**src/sv/ieps_pkg.sv**
```systemverilog
package ieps_pkg;

    // Number of encoders served by the poller.
    localparam int ENCODER_COUNT = 3;

    // Field widths.
    localparam int OP_W     = 3;
    localparam int ENC_W    = 2;
    localparam int ANGLE_W  = 12;
    localparam int ADDR_W   = 7;
    localparam int CHAN_W   = 3;
    localparam int PERIOD_W = 16;
    localparam int TIME_W   = 32;
    localparam int CFG_W    = 16;
    localparam int CFG_IDX_W = 3;

    // Fixed bus constants.
    localparam logic [ADDR_W-1:0]   SENSOR_ADDR    = 7'h36;
    localparam logic [PERIOD_W-1:0] DEFAULT_PERIOD = 16'd10;
    localparam logic [ADDR_W-1:0]   DEFAULT_MUX    = 7'd112;

    // Operation codes of an input beat.
    typedef enum logic [OP_W-1:0] {
        OP_TICK      = 3'd0,
        OP_SEL_DONE  = 3'd1,
        OP_READ_DONE = 3'd2,
        OP_BUS_ERROR = 3'd3,
        OP_QUERY     = 3'd4
    } op_t;

    // Request codes of a result beat.
    localparam logic [1:0] REQ_NONE   = 2'd0;
    localparam logic [1:0] REQ_SELECT = 2'd1;
    localparam logic [1:0] REQ_READ   = 2'd2;

    // Configuration register indexes.
    localparam logic [CFG_IDX_W-1:0] CFG_ENABLE = 3'd0;
    localparam logic [CFG_IDX_W-1:0] CFG_PERIOD = 3'd1;
    localparam logic [CFG_IDX_W-1:0] CFG_MUX    = 3'd2;
    localparam logic [CFG_IDX_W-1:0] CFG_CHAN0  = 3'd3;

    // Transfer sequencer phase.
    typedef enum logic [1:0] {
        PH_IDLE   = 2'd0,
        PH_SELECT = 2'd1,
        PH_READ   = 2'd2
    } phase_t;

    // One result beat.
    typedef struct packed {
        logic [1:0]         request;
        logic [ADDR_W-1:0]  bus_address;
        logic [7:0]         select_byte;
        logic [ENC_W-1:0]   target_encoder;
        logic [ANGLE_W-1:0] angle;
        logic               is_online;
        logic               is_fresh;
        logic [TIME_W-1:0]  failures;
        logic [TIME_W-1:0]  updated_at;
        logic               query_ok;
    } result_t;

    // Round-robin successor of an encoder index.
    function automatic logic [ENC_W-1:0] advance(input logic [ENC_W-1:0] idx);
        logic [ENC_W-1:0] nxt;
        if (idx == ENC_W'(ENCODER_COUNT - 1))
        begin
            nxt = '0;
        end
        else
        begin
            nxt = idx + ENC_W'(1);
        end
        return nxt;
    endfunction

endpackage

```
**src/sv/ieps_core.sv**
```systemverilog
module ieps_core (
    input  logic                            clk,
    input  logic                            rst_n,
    input  logic                            accept,
    input  logic [ieps_pkg::OP_W-1:0]       operation,
    input  logic [ieps_pkg::ENC_W-1:0]      encoder,
    input  logic [7:0]                      rx_high,
    input  logic [7:0]                      rx_low,
    input  logic                            start_refused,
    input  logic                            cfg_write,
    input  logic [ieps_pkg::CFG_IDX_W-1:0]  cfg_index,
    input  logic [ieps_pkg::CFG_W-1:0]      cfg_data,
    output ieps_pkg::result_t               result
);
    import ieps_pkg::*;

    // Configuration registers.
    logic                  enable_reg;
    logic [PERIOD_W-1:0]   period_reg;
    logic [ADDR_W-1:0]     mux_reg;
    logic [CHAN_W-1:0]     chan_reg [ENCODER_COUNT];

    // Sequencer state.
    phase_t                phase_reg, phase_next;
    logic [ENC_W-1:0]      next_index_reg, next_index_next;
    logic [ENC_W-1:0]      pending_reg, pending_next;
    logic [TIME_W-1:0]     now_ms_reg, now_ms_next;
    logic [TIME_W-1:0]     due_ms_reg, due_ms_next;

    // Per-encoder records.
    logic [ANGLE_W-1:0]    angle_reg  [ENCODER_COUNT];
    logic [TIME_W-1:0]     errors_reg [ENCODER_COUNT];
    logic [TIME_W-1:0]     time_reg   [ENCODER_COUNT];
    logic                  online_reg [ENCODER_COUNT];
    logic                  fresh_reg  [ENCODER_COUNT];

    // Decoded events of the current beat.
    logic                  is_tick, is_sel, is_read, is_err, is_query;
    logic [TIME_W-1:0]     now_inc, now_eff, due_diff;
    logic                  start_sel, start_read, read_done, fail, finish, query_valid;
    logic [ENC_W-1:0]      fail_idx;

    assign is_tick  = (operation == OP_TICK);
    assign is_sel   = (operation == OP_SEL_DONE);
    assign is_read  = (operation == OP_READ_DONE);
    assign is_err   = (operation == OP_BUS_ERROR);
    assign is_query = (operation == OP_QUERY);

    assign now_inc  = now_ms_reg + TIME_W'(1);
    assign now_eff  = is_tick ? now_inc : now_ms_reg;
    assign due_diff = now_inc - due_ms_reg;

    assign start_sel   = is_tick && enable_reg && (phase_reg == PH_IDLE) && !due_diff[TIME_W-1];
    assign start_read  = is_sel && (phase_reg == PH_SELECT);
    assign read_done   = is_read && (phase_reg == PH_READ);
    assign fail        = ((start_sel || start_read) && start_refused)
                         || (is_err && (phase_reg != PH_IDLE));
    assign finish      = fail || read_done;
    assign fail_idx    = start_sel ? next_index_reg : pending_reg;
    assign query_valid = is_query && ({1'b0, encoder} < (ENC_W + 1)'(ENCODER_COUNT));

    // Next state of the sequencer.
    always_comb
    begin
        phase_next      = phase_reg;
        next_index_next = next_index_reg;
        pending_next    = pending_reg;
        now_ms_next     = now_ms_reg;
        due_ms_next     = due_ms_reg;
        if (accept)
        begin
            now_ms_next = now_eff;
            if (start_sel)
            begin
                pending_next = next_index_reg;
            end
            if (finish)
            begin
                phase_next      = PH_IDLE;
                next_index_next = advance(fail_idx);
                due_ms_next     = now_eff + TIME_W'(period_reg);
            end
            else if (start_sel)
            begin
                phase_next = PH_SELECT;
            end
            else if (start_read)
            begin
                phase_next = PH_READ;
            end
        end
        if (cfg_write && (cfg_index == CFG_ENABLE) && cfg_data[0])
        begin
            due_ms_next = now_ms_reg;
        end
    end

    // Result of the current beat.
    always_comb
    begin
        result = '0;
        if (start_sel)
        begin
            result.request        = REQ_SELECT;
            result.bus_address    = mux_reg;
            result.select_byte    = 8'(1) << chan_reg[next_index_reg];
            result.target_encoder = next_index_reg;
        end
        else if (start_read)
        begin
            result.request        = REQ_READ;
            result.bus_address    = SENSOR_ADDR;
            result.target_encoder = pending_reg;
        end
        else if (is_query)
        begin
            result.target_encoder = encoder;
            if (query_valid)
            begin
                result.angle      = angle_reg[encoder];
                result.is_online  = online_reg[encoder];
                result.is_fresh   = fresh_reg[encoder];
                result.failures   = errors_reg[encoder];
                result.updated_at = time_reg[encoder];
                result.query_ok   = online_reg[encoder];
            end
        end
    end

    // Sequencer and configuration registers.
    always_ff @(posedge clk or negedge rst_n)
    begin
        if (!rst_n)
        begin
            phase_reg      <= PH_IDLE;
            next_index_reg <= '0;
            pending_reg    <= '0;
            now_ms_reg     <= '0;
            due_ms_reg     <= '0;
            enable_reg     <= 1'b0;
            period_reg     <= DEFAULT_PERIOD;
            mux_reg        <= DEFAULT_MUX;
            for (int i = 0; i < ENCODER_COUNT; i++)
            begin
                chan_reg[i] <= CHAN_W'(i);
            end
        end
        else
        begin
            phase_reg      <= phase_next;
            next_index_reg <= next_index_next;
            pending_reg    <= pending_next;
            now_ms_reg     <= now_ms_next;
            due_ms_reg     <= due_ms_next;
            if (cfg_write)
            begin
                if (cfg_index == CFG_ENABLE)
                begin
                    enable_reg <= cfg_data[0];
                end
                if (cfg_index == CFG_PERIOD)
                begin
                    period_reg <= (cfg_data[PERIOD_W-1:0] == '0) ? DEFAULT_PERIOD
                                                                 : cfg_data[PERIOD_W-1:0];
                end
                if (cfg_index == CFG_MUX)
                begin
                    mux_reg <= cfg_data[ADDR_W-1:0];
                end
                for (int i = 0; i < ENCODER_COUNT; i++)
                begin
                    if (cfg_index == CFG_CHAN0 + CFG_IDX_W'(i))
                    begin
                        chan_reg[i] <= cfg_data[CHAN_W-1:0];
                    end
                end
            end
        end
    end

    // Per-encoder records: each lane updates only from its own events.
    always_ff @(posedge clk or negedge rst_n)
    begin
        if (!rst_n)
        begin
            for (int i = 0; i < ENCODER_COUNT; i++)
            begin
                angle_reg[i]  <= '0;
                errors_reg[i] <= '0;
                time_reg[i]   <= '0;
                online_reg[i] <= 1'b0;
                fresh_reg[i]  <= 1'b0;
            end
        end
        else if (accept)
        begin
            for (int i = 0; i < ENCODER_COUNT; i++)
            begin
                if (read_done && (pending_reg == ENC_W'(i)))
                begin
                    angle_reg[i]  <= {rx_high[3:0], rx_low};
                    time_reg[i]   <= now_eff;
                    online_reg[i] <= 1'b1;
                    fresh_reg[i]  <= 1'b1;
                end
                if (fail && (fail_idx == ENC_W'(i)))
                begin
                    errors_reg[i] <= errors_reg[i] + TIME_W'(1);
                    online_reg[i] <= 1'b0;
                    fresh_reg[i]  <= 1'b0;
                end
                if (query_valid && (encoder == ENC_W'(i)))
                begin
                    fresh_reg[i] <= 1'b0;
                end
            end
        end
    end

    // The round-robin pointers never leave the encoder range.
    a_index_range: assert property (@(posedge clk) disable iff (!rst_n)
        ({1'b0, next_index_reg} < (ENC_W + 1)'(ENCODER_COUNT))
        && ({1'b0, pending_reg} < (ENC_W + 1)'(ENCODER_COUNT)))
        else $error("poll index out of range");

    // An accepted select start moves the sequencer to the select phase.
    a_sel_phase: assert property (@(posedge clk) disable iff (!rst_n)
        accept && (result.request == REQ_SELECT) && !start_refused
        |=> (phase_reg == PH_SELECT))
        else $error("select start did not enter select phase");

    // A read start is only issued from the select phase.
    a_read_from_sel: assert property (@(posedge clk) disable iff (!rst_n)
        (result.request == REQ_READ) |-> (phase_reg == PH_SELECT))
        else $error("read start outside select phase");

    // Every accepted tick advances the millisecond clock by one.
    a_tick: assert property (@(posedge clk) disable iff (!rst_n)
        accept && is_tick |=> (now_ms_reg == $past(now_ms_reg) + TIME_W'(1)))
        else $error("tick did not advance time");

endmodule

```
**src/sv/i2c_encoder_poll_sequencer.sv**
```systemverilog
// Results are registered in the output register, or in the skid entry on a stall.
// Throughput: one input beat per cycle while in_stall is low; each beat is a
// single-pass update of the sequencer and the encoder records, and a two-entry
// output buffer keeps the input side open while one result waits on a stalled output.
// Reset: asynchronous, active low; clears all records and restores register defaults.
module i2c_encoder_poll_sequencer (
    input  logic                            clk,
    input  logic                            rst_n,
    input  logic                            in_valid,
    output logic                            in_stall,
    input  logic [ieps_pkg::OP_W-1:0]       operation,
    input  logic [ieps_pkg::ENC_W-1:0]      encoder,
    input  logic [7:0]                      rx_high,
    input  logic [7:0]                      rx_low,
    input  logic                            start_refused,
    output logic                            out_valid,
    input  logic                            out_stall,
    output logic [1:0]                      request,
    output logic [ieps_pkg::ADDR_W-1:0]     bus_address,
    output logic [7:0]                      select_byte,
    output logic [ieps_pkg::ENC_W-1:0]      target_encoder,
    output logic [ieps_pkg::ANGLE_W-1:0]    angle,
    output logic                            is_online,
    output logic                            is_fresh,
    output logic [ieps_pkg::TIME_W-1:0]     failures,
    output logic [ieps_pkg::TIME_W-1:0]     updated_at,
    output logic                            query_ok,
    input  logic                            cfg_write,
    input  logic [ieps_pkg::CFG_IDX_W-1:0]  cfg_index,
    input  logic [ieps_pkg::CFG_W-1:0]      cfg_data
);
    import ieps_pkg::*;

    logic    accept, out_take, out_open;
    result_t result;
    result_t out_reg, skid_reg;
    logic    out_valid_reg, skid_valid_reg;

    // Input beats are taken whenever the skid entry is free.
    assign in_stall = skid_valid_reg;
    assign accept   = in_valid && !in_stall;
    assign out_take = out_valid_reg && !out_stall;
    assign out_open = !out_valid_reg || out_take;

    ieps_core u_core (
        .clk           (clk),
        .rst_n         (rst_n),
        .accept        (accept),
        .operation     (operation),
        .encoder       (encoder),
        .rx_high       (rx_high),
        .rx_low        (rx_low),
        .start_refused (start_refused),
        .cfg_write     (cfg_write),
        .cfg_index     (cfg_index),
        .cfg_data      (cfg_data),
        .result        (result)
    );

    // Output buffer valid flags.
    always_ff @(posedge clk or negedge rst_n)
    begin
        if (!rst_n)
        begin
            out_valid_reg  <= 1'b0;
            skid_valid_reg <= 1'b0;
        end
        else if (out_open)
        begin
            out_valid_reg  <= skid_valid_reg || accept;
            skid_valid_reg <= 1'b0;
        end
        else if (accept)
        begin
            skid_valid_reg <= 1'b1;
        end
    end

    // Output buffer payload.
    always_ff @(posedge clk)
    begin
        if (out_open)
        begin
            out_reg <= skid_valid_reg ? skid_reg : result;
        end
        else if (accept)
        begin
            skid_reg <= result;
        end
    end

    assign out_valid      = out_valid_reg;
    assign request        = out_reg.request;
    assign bus_address    = out_reg.bus_address;
    assign select_byte    = out_reg.select_byte;
    assign target_encoder = out_reg.target_encoder;
    assign angle          = out_reg.angle;
    assign is_online      = out_reg.is_online;
    assign is_fresh       = out_reg.is_fresh;
    assign failures       = out_reg.failures;
    assign updated_at     = out_reg.updated_at;
    assign query_ok       = out_reg.query_ok;

    // The skid entry is only filled behind a held output beat.
    a_skid_behind_out: assert property (@(posedge clk) disable iff (!rst_n)
        skid_valid_reg |-> out_valid_reg)
        else $error("skid entry valid without output beat");

    // After an accepted beat, the output holds a valid result in the next cycle.
    a_accept_out: assert property (@(posedge clk) disable iff (!rst_n)
        accept |=> out_valid_reg)
        else $error("accepted beat lost");

    // A stalled output with a new beat parks that beat in the skid entry.
    a_skid_fill: assert property (@(posedge clk) disable iff (!rst_n)
        accept && out_valid_reg && out_stall |=> skid_valid_reg)
        else $error("beat not parked in skid entry");

endmodule
```
**config.mk**
```make
export PLATFORM = sky130hd
export DESIGN_NAME = i2c_encoder_poll_sequencer
export DESIGN_NICKNAME = d
export VERILOG_FILES = /design/src/sv/ieps_pkg.sv /design/src/sv/ieps_core.sv /design/src/sv/i2c_encoder_poll_sequencer.sv
export SDC_FILE = /design/constraint.sdc
export NUM_CORES = 1
export LEC_CHECK = 0
export BUFFER_PORTS_ARGS = -buffer_cell sky130_fd_sc_hd__clkbuf_2
export CAP_MARGIN = 20
export CORE_MARGIN = 1.5
export CORE_UTILIZATION = 56
export CTS_CLUSTER_SIZE = 20
export DETAILED_ROUTE_END_ITERATION = 6
export PLACE_DENSITY = 0.88
export SLEW_MARGIN = 20
export SYNTH_ARGS = -nofsm -noshare
export SYNTH_HDL_FRONTEND = slang
export SYNTH_SLANG_ARGS = --single-unit
```
**constraint.sdc**
```tcl
create_clock -name clk -period 7.5 [get_ports clk]
set_input_delay 0.75 -clock clk [delete_from_list [all_inputs] [get_ports clk]]
set_output_delay 0.75 -clock clk [all_outputs]
set_load 0.02 [all_outputs]
```
# After elaboration in Yosys (flattened, before gate mapping)
# Cells that the tools add are included.
dict set report classes {
  n_lt_le_gt_ge 3
  add_sub_neg 7
  reduce_logical 70
  eq_ne 17
  n_shift 1
  bitwise_logic 3
  n_mux 49
}
# op count
set op_table {}
lappend op_table {{$mux 32} 8}
lappend op_table {{$mux 79} 3}
lappend op_table {{$add 32x1->32 const B} 4}
lappend op_table {{$bmux 32 s2} 2}
lappend op_table {{$mux 98} 1}
lappend op_table {{$mux 81} 1}
lappend op_table {{$reduce_and 2->1} 22}
lappend op_table {{$add 32x16->32} 1}
lappend op_table {{$sub 32x32->32} 1}
lappend op_table {{$bmux 12 s2} 1}
lappend op_table {{$mux 12} 2}
lappend op_table {{$logic_and 1x1->1} 21}
lappend op_table {{$mux 9} 2}
lappend op_table {{$logic_not 16->1} 1}
lappend op_table {{$mux 16} 1}
lappend op_table {{$mux 1} 15}
lappend op_table {{$mux 2} 7}
lappend op_table {{$reduce_bool 2->1} 7}
lappend op_table {{$eq 3x2->1 const B} 4}
lappend op_table {{$reduce_bool 3->1} 4}
lappend op_table {{$eq 3x3->1 const B} 3}
lappend op_table {{$eq 2x1->1 const B} 4}
lappend op_table {{$eq 2x2->1 const B} 4}
lappend op_table {{$logic_not 2->1} 4}
lappend op_table {{other kinds (14)} 27}
dict set report totals {
  in_bits 46
  regBits 535
  out_inout_bits 100
  wordCells 198
}

# Longest topological paths before layout
dict set report depth {
  word_depth 11
  depth_mapped 20
  ltp_nobuf 18
}

# Cells and area by module
# From an unflattened synthesis, not the netlist that was laid out.
dict set report unflattened {
  cells_unflattened 2435
  area_unflattened_um2 26464.1
}
# mod instances cells_each seq_area_each_um2 area_each_um2
set by_module_without_submodules {}
lappend by_module_without_submodules {ieps_core 1 2123 8441.8 19274.7}
lappend by_module_without_submodules {i2c_encoder_poll_sequencer 1 312 5935.7 7189.4}

# Least setup slack after synthesis
# OpenSTA, ideal clock, no wires.
dict set report synth_timing {
  path_type {input port to flip-flop}
  start {in out_stall}
  end {reg skid_reg[10] (netlist name) (enable)}
  path_stages 2
  setup_ns 0.554
  required_ns 6.946
  t_arrival_ns 7.299
  path_slack_ns -0.353
  path_buffers 0
  path_cell_list {nand2_1 -> nor2_1}
}
dict set report synth_between {
  elab_chain_cells 5
}
# item line_no
set synth_lines {}
lappend synth_lines {{start: declaration} i2c_encoder_poll_sequencer.sv:17} ;# input logic out_stall,
lappend synth_lines {{$logic_not 1->1} i2c_encoder_poll_sequencer.sv:42} ;# assign out_take = out_valid_reg && !out_stall;
lappend synth_lines {{$logic_and 1x1->1} i2c_encoder_poll_sequencer.sv:42}
lappend synth_lines {{$logic_or 1x1->1} i2c_encoder_poll_sequencer.sv:43} ;# assign out_open = !out_valid_reg || out_take;
lappend synth_lines {{$not 1->1 (no source line)} -}
lappend synth_lines {{$reduce_and 2->1 (no source line)} -}
lappend synth_lines {{end signal: assignment} i2c_encoder_poll_sequencer.sv:88} ;# skid_reg <= result;
lappend synth_lines {{end: declaration} i2c_encoder_poll_sequencer.sv:36} ;# result_t out_reg, skid_reg;
# Every way passes these cells.
# A chain may end at the register's enable or synchronous reset.

# Worst setup path in the final report
dict set report layout_timing {
  start {reg u_core.now_ms_reg[6]}
  end {reg u_core.due_ms_reg[27]}
}
dict set report layout_between {
  elab_chain_cells 10
  elab_cells_between_ends 15
  classes_between {add/sub: 3; mux: 4; reduce/logical: 8}
}
# item line_no
set layout_lines {}
lappend layout_lines {{start: declaration} ieps_core.sv:27} ;# logic [TIME_W-1:0] now_ms_reg, now_ms_next;
lappend layout_lines {{start signal: assignment} ieps_core.sv:153} ;# now_ms_reg <= now_ms_next;
lappend layout_lines {{$add 32x1->32} ieps_core.sv:49} ;# assign now_inc = now_ms_reg + TIME_W'(1);
lappend layout_lines {{$sub 32x32->32} ieps_core.sv:51} ;# assign due_diff = now_inc - due_ms_reg;
lappend layout_lines {{$logic_not 1->1} ieps_core.sv:53} ;# assign start_sel = is_tick && enable_reg && (phase_reg == PH_IDLE) && !due_diff[TIME_W-1];
lappend layout_lines {{$logic_and 1x1->1} ieps_core.sv:53}
lappend layout_lines {{$logic_or 1x1->1} ieps_core.sv:56} ;# assign fail = ((start_sel || start_read) && start_refused)
lappend layout_lines {{$logic_and 1x1->1} ieps_core.sv:56}
lappend layout_lines {{$logic_or 1x1->1} ieps_core.sv:57} ;# || (is_err && (phase_reg != PH_IDLE));
lappend layout_lines {{$logic_or 1x1->1} ieps_core.sv:58} ;# assign finish = fail || read_done;
lappend layout_lines {{$reduce_bool 2->1 (no source line)} -}
lappend layout_lines {{$reduce_and 2->1 (no source line)} -}
lappend layout_lines {{end signal: assignment} ieps_core.sv:154} ;# due_ms_reg <= due_ms_next;
lappend layout_lines {{end: declaration} ieps_core.sv:28} ;# logic [TIME_W-1:0] due_ms_reg, due_ms_next;
# Parallel ways exist; a longest one is shown, timed or not. The select of a mux whose other input is x is not followed.

==> results.md <==
| Step | Result | This run |
|:---|:---|:---|
| clocking | CTS H-Tree Depth | 2 |
| pwr | Combinational fraction of design power | 10.6% |
| yosys | Cell count after synthesis | 2510 |
| global routing | Vias in the first global route | 19.6k |
| floorplanning | Die width | 220 um |
| cells and area | Multi-input gate area | 11200 sq um |
| yosys | Proportion of register bits with asynchronous set or reset after synthesis | 63.6% |
| clocking | Clock Path Buffers | 3 |
| pwr | Reported net switching power | 1650 uW |
| cells and area | Fraction of layout instances using a drive strength above 1 | 15.9% |
| cells and area | Flip-flop count of the largest register after layout | 97 |
| sta | Worst Clk Skew | 0.0254 ns |
| sta | Slew of the pin with the lowest slew margin | 1.15 ns |
| yosys | Number of synthesized register bits | 533 |
| sta | Max Clk Rate | 0.174 GHz |
| routing | Residual DRC | 7 |
| global routing | First-pass GRT wire length | 103 mm |
| routing | Via total after detailed routing | 19.9k |
| sta | Hold Violations, Final | 0 |
| clocking | Number of buffers added for setup after CTS | 0 |
| floorplanning | Cell Rows | 79 |
| routing | DRC marker count from the first detailed-route iteration | 2032 |
| setup path | Standard cell with the maximum stage delay on the critical path | sky130_fd_sc_hd__o31a_2 |
| clocking | Clock tree from TritonCTS | done |
| setup path | Endpoint type of the worst setup path | register |
| routing | Detailed-router iteration count before antenna repair | 7 |
| pwr | Int Power | 4910 uW |
| yosys | Synthesized Nets | 2607 |
| global routing | Overflow left after global routing | 0 |
| pwr | Power density cells | 225 nW/um^2 |
| cells and area | Final standard cell utilization of the core | 62.7% |
| outcome | Violations in the final reports | DRC |
| floorplanning | Starting Density | 56.7% |
| pwr | Worst vdd rail ir drop | 0.199 mV |
| clocking | Number of buffers created by CTS | 52 |
| clocking | Clock transition at the register clock pins on the worst setup and hold paths after CTS | 0.06 ns |
| setup path | Largest stage delay, worst path | 0.77 ns |
| clocking | Number of gates resized after cts | 0 |
| sta | RSZ-0062 raised after global routing | false |
| routing | Vias per cell | 6.18 |
| floorplanning | Area of the placeable core | 46500 sq um |
| yosys | Flip-flop cell with the highest count after synthesis | sky130_fd_sc_hd__dfrtp_1 |
| cells and area | Sequential cell area in the final layout | 14300 sq um |
| yosys | Seq/Total Area, Yosys | 54.3% |
| cells and area | Final Net Count | 2661 |
| yosys | Synthesized area per cell | 10.5 sq um |
| global routing | Global-route usage over all layers | 26.9% |
| floorplanning | Overall die height | 220 um |
| flow run | Count of maximum capacitance violations | 0 |
| placed design | Count of port buffers added during placement | 141 |
| setup path | Category of the worst setup path launch point | register |
| sta | Total setup violations reported at the end of the flow | 0 |
| pwr | Portion of total power attributed to the clock network | 39.7% |
| setup path | Buffers and inverters on the worst path | 1 |
| hold path | HP Class | in -> async |
| setup path | Cell family contributing the most delay on the critical path | simple AND/OR/NAND/NOR gates |
| routing | Total length of routed wires | 65.0 mm |
| yosys | Count of warnings emitted by yosys | 0 |
| sta | Slew Limit Headroom | 22.0% |
| clocking | Number of buffers inserted for hold repair after clock tree synthesis | 0 |
| clocking | CTS root buf | sky130_fd_sc_hd__clkbuf_16 |
| yosys | Number of library cell types mapped by synthesis | 72 |
| cells and area | Number of fillers in the final layout | 3392 |
| floorplanning | Count of pins on the block boundary | 146 |
| pwr | Leakage power | 0.0128 uW |
| clocking | Insertion delay of the later-clocked pin in the worst-skew pair | 0.61 ns |
| routing | Antenna viol nets, final | 0 |
| setup path | Required time at the endpoint of the critical path | 7.98 ns |
| sta | Final worst path period need | 5.75 ns |
| clocking | Clock Sink Count | 533 |
| global routing | Maximum number of pins on one net before global-route repair | 173 |
| routing | Wirelength per Cell | 20.2 um |
| placed design | HPWL Detailed | 41.5 mm |
| pwr | Seq pwr share | 49.8% |
| placed design | GP Congestion | 0.898 |
| outcome | Status | finished with violations |
| global routing | Number of antenna violations at the first check in global routing | 0 |
| sta | Post-route setup TNS | 0 ns |
| pwr | Switching portion of total power | 25.1% |
| yosys | Post-synth EDFFs | 194 |
| sta | Fin crit share | 76.7% |
| setup path | Ordered cell list for the critical path | nand4_4 -> nor4_4 -> nand2_1 -> nor4_1 -> nand3_1 -> xnor2_1 -> ha_1 -> and4_1 -> a21oi_1 -> o211ai_1 -> a21oi_1 -> mux2i_2 -> buf_4 -> o31a_2 -> nor3_1 -> a221o_1 |
| cells and area | Post-synthesis to final-layout area growth | 10.5% |
| yosys | Syn Std Cell Area | 26400 sq um |
| setup path | Critical path class | reg -> reg |
| floorplanning | Die Area | 48400 sq um |
| setup path | Critical path's most frequent cell | sky130_fd_sc_hd__a21oi_1 |
| setup path | Peak fanout along the critical path | 36 |
| cells and area | Antenna Diode Count | 0 |
| sta | Number of max-slew violations in the final report | 0 |
| setup path | Critical path arrival | 6.23 ns |
cell usage after synthesis (all sizes together), types with 9 or more instances:
| library cell | number | share of area, % |
|---|---|---|
| a21o | 12 | 0.34 |
| a21oi | 119 | 2.3 |
| a31oi | 9 | 0.21 |
| and3 | 30 | 0.71 |
| and4 | 11 | 0.37 |
| buf | 41 | 0.75 |
| clkbuf | 127 | 1.8 |
| dfrtp | 332 | 32 |
| edfxtp | 194 | 22 |
| ha | 50 | 2.4 |
| inv | 59 | 0.84 |
| mux2 | 104 | 4.4 |
| mux2i | 84 | 3.2 |
| nand2 | 368 | 5.2 |
| nand2b | 11 | 0.26 |
| nand3 | 98 | 1.9 |
| nand4 | 53 | 1.4 |
| nor2 | 188 | 2.7 |
| nor2b | 13 | 0.31 |
| nor3 | 67 | 1.3 |
| nor3b | 9 | 0.26 |
| nor4 | 30 | 0.88 |
| o21ai | 115 | 2.2 |
| o31ai | 57 | 1.6 |
| or2 | 34 | 0.81 |
| xnor2 | 79 | 2.6 |
| xor2 | 135 | 4.5 |
worst register-to-register path: stages, from the launching register on:
cell,delay (ns)
sky130_fd_sc_hd__dfrtp_1,0.54
sky130_fd_sc_hd__nand4_4,0.21
sky130_fd_sc_hd__nor4_4,0.68
sky130_fd_sc_hd__nand2_1,0.34
sky130_fd_sc_hd__nor4_1,0.62
sky130_fd_sc_hd__nand3_1,0.17
sky130_fd_sc_hd__xnor2_1,0.16
sky130_fd_sc_hd__ha_1,0.29
sky130_fd_sc_hd__and4_1,0.21
sky130_fd_sc_hd__a21oi_1,0.13
sky130_fd_sc_hd__o211ai_1,0.10
sky130_fd_sc_hd__a21oi_1,0.42
sky130_fd_sc_hd__mux2i_2,0.26
sky130_fd_sc_hd__buf_4,0.30
sky130_fd_sc_hd__o31a_2,0.78
sky130_fd_sc_hd__nor3_1,0.14
sky130_fd_sc_hd__a221o_1,0.29
worst paths after layout:
path / start / endpoint / slack, ns / cells after the start
min in group clk: rx_low[4] / u_core.angle_reg[28]$_DFFE_PN0P_ / 0.38 / 3
hold reg to reg: u_core.errors_reg[95]$_DFFE_PN0P_ / u_core.errors_reg[95]$_DFFE_PN0P_ / 0.47 / 1
setup / recovery: u_core.now_ms_reg[6]$_DFFE_PN0P_ / u_core.due_ms_reg[27]$_DFFE_PN0P_ / 1.75 / 16
max in group asynchronous: rst_n / u_core.angle_reg[18]$_DFFE_PN0P_ / 5.86 / 2
setup reg to reg: u_core.now_ms_reg[6]$_DFFE_PN0P_ / u_core.due_ms_reg[27]$_DFFE_PN0P_ / 1.75 / 16
hold / removal: rst_n / u_core.mux_reg[3]$_DFFE_PN0P_ / 0.18 / 1
layer usage:
metal | part of all wire [%] | global-route usage (%)
met1 | 41 | 35.9
met2 | 49 | 44.1
met3 | 7.5 | 4.75
met4 | 3.1 | 9.64
met5 | 0 | 0
cell type report:
cell class,instances,share of cell area (%)
well taps,607,2.61
inverters,59,0.760
repair buffers,168,3.20
flip-flops and latches,533,49.2
clock buffers,75,5.01
multi-input cells,1750,38.5
clock inverters,23,0.747
stage by stage:
stage | setup WS, ns | area [sq um] | total power [uW] | hold slack, ns | cells
after detailed placement | 1.88 | 27400 | 4000 | 0.461 | 3117
after global placement | 1.95 | 27400 | 3960 | 0.456 | 3117
after global routing | 1.43 | 29100 | 6780 | 0.264 | 3215
final | 1.75 | 29100 | 6560 | 0.181 | 3215
after CTS | 1.82 | 29100 | 6580 | 0.256 | 3215
after floorplan | 0.806 | 26400 | 3750 | 0.437 | 2510
power by group through the flow:
stage / clock [uW] / sequential [uW] / combinational (uW)
after global placement: 0 / 3310 / 649
after floorplan: 0 / 3350 / 395
after detailed placement: 0 / 3320 / 681
after CTS: 2620 / 3260 / 690
after global routing: 2750 / 3280 / 757
final: 2600 / 3270 / 695
layout by cell type (no fill, tap or decap), types with 27 or more instances in the layout:
cell                          n
sky130_fd_sc_hd__ha_1        50
sky130_fd_sc_hd__xnor2_1     79
sky130_fd_sc_hd__inv_1       59
sky130_fd_sc_hd__clkbuf_16   54
sky130_fd_sc_hd__nor2_1     186
sky130_fd_sc_hd__o21ai_0    115
sky130_fd_sc_hd__mux2_2     104
sky130_fd_sc_hd__nand2_1    363
sky130_fd_sc_hd__and3_1      30
sky130_fd_sc_hd__nand3_1     96
sky130_fd_sc_hd__buf_4       27
sky130_fd_sc_hd__xor2_1     134
sky130_fd_sc_hd__nor3_1      66
sky130_fd_sc_hd__a21oi_1    119
sky130_fd_sc_hd__mux2i_1     82
sky130_fd_sc_hd__or2_2       34
sky130_fd_sc_hd__o31ai_1     56
sky130_fd_sc_hd__nand4_1     50
sky130_fd_sc_hd__dfrtp_1    331
sky130_fd_sc_hd__edfxtp_1   194
sky130_fd_sc_hd__clkbuf_2   139
sky130_fd_sc_hd__nor4_1      27
cells by family (layout without fill, tap and decap cells):
family,count (synthesis),count (layout),share of synthesized area [%]
muxes,188,188,7.65
buffers and inverters,227,325,3.41
adders and majority gates,51,51,2.45
xor gates and xnor gates,214,214,7.14
AOI/OAI and AO/OA,362,362,8.31
DFF,533,533,54.3
and+or+nand+nor,935,935,16.7
(Power assumes the default switching activity.)
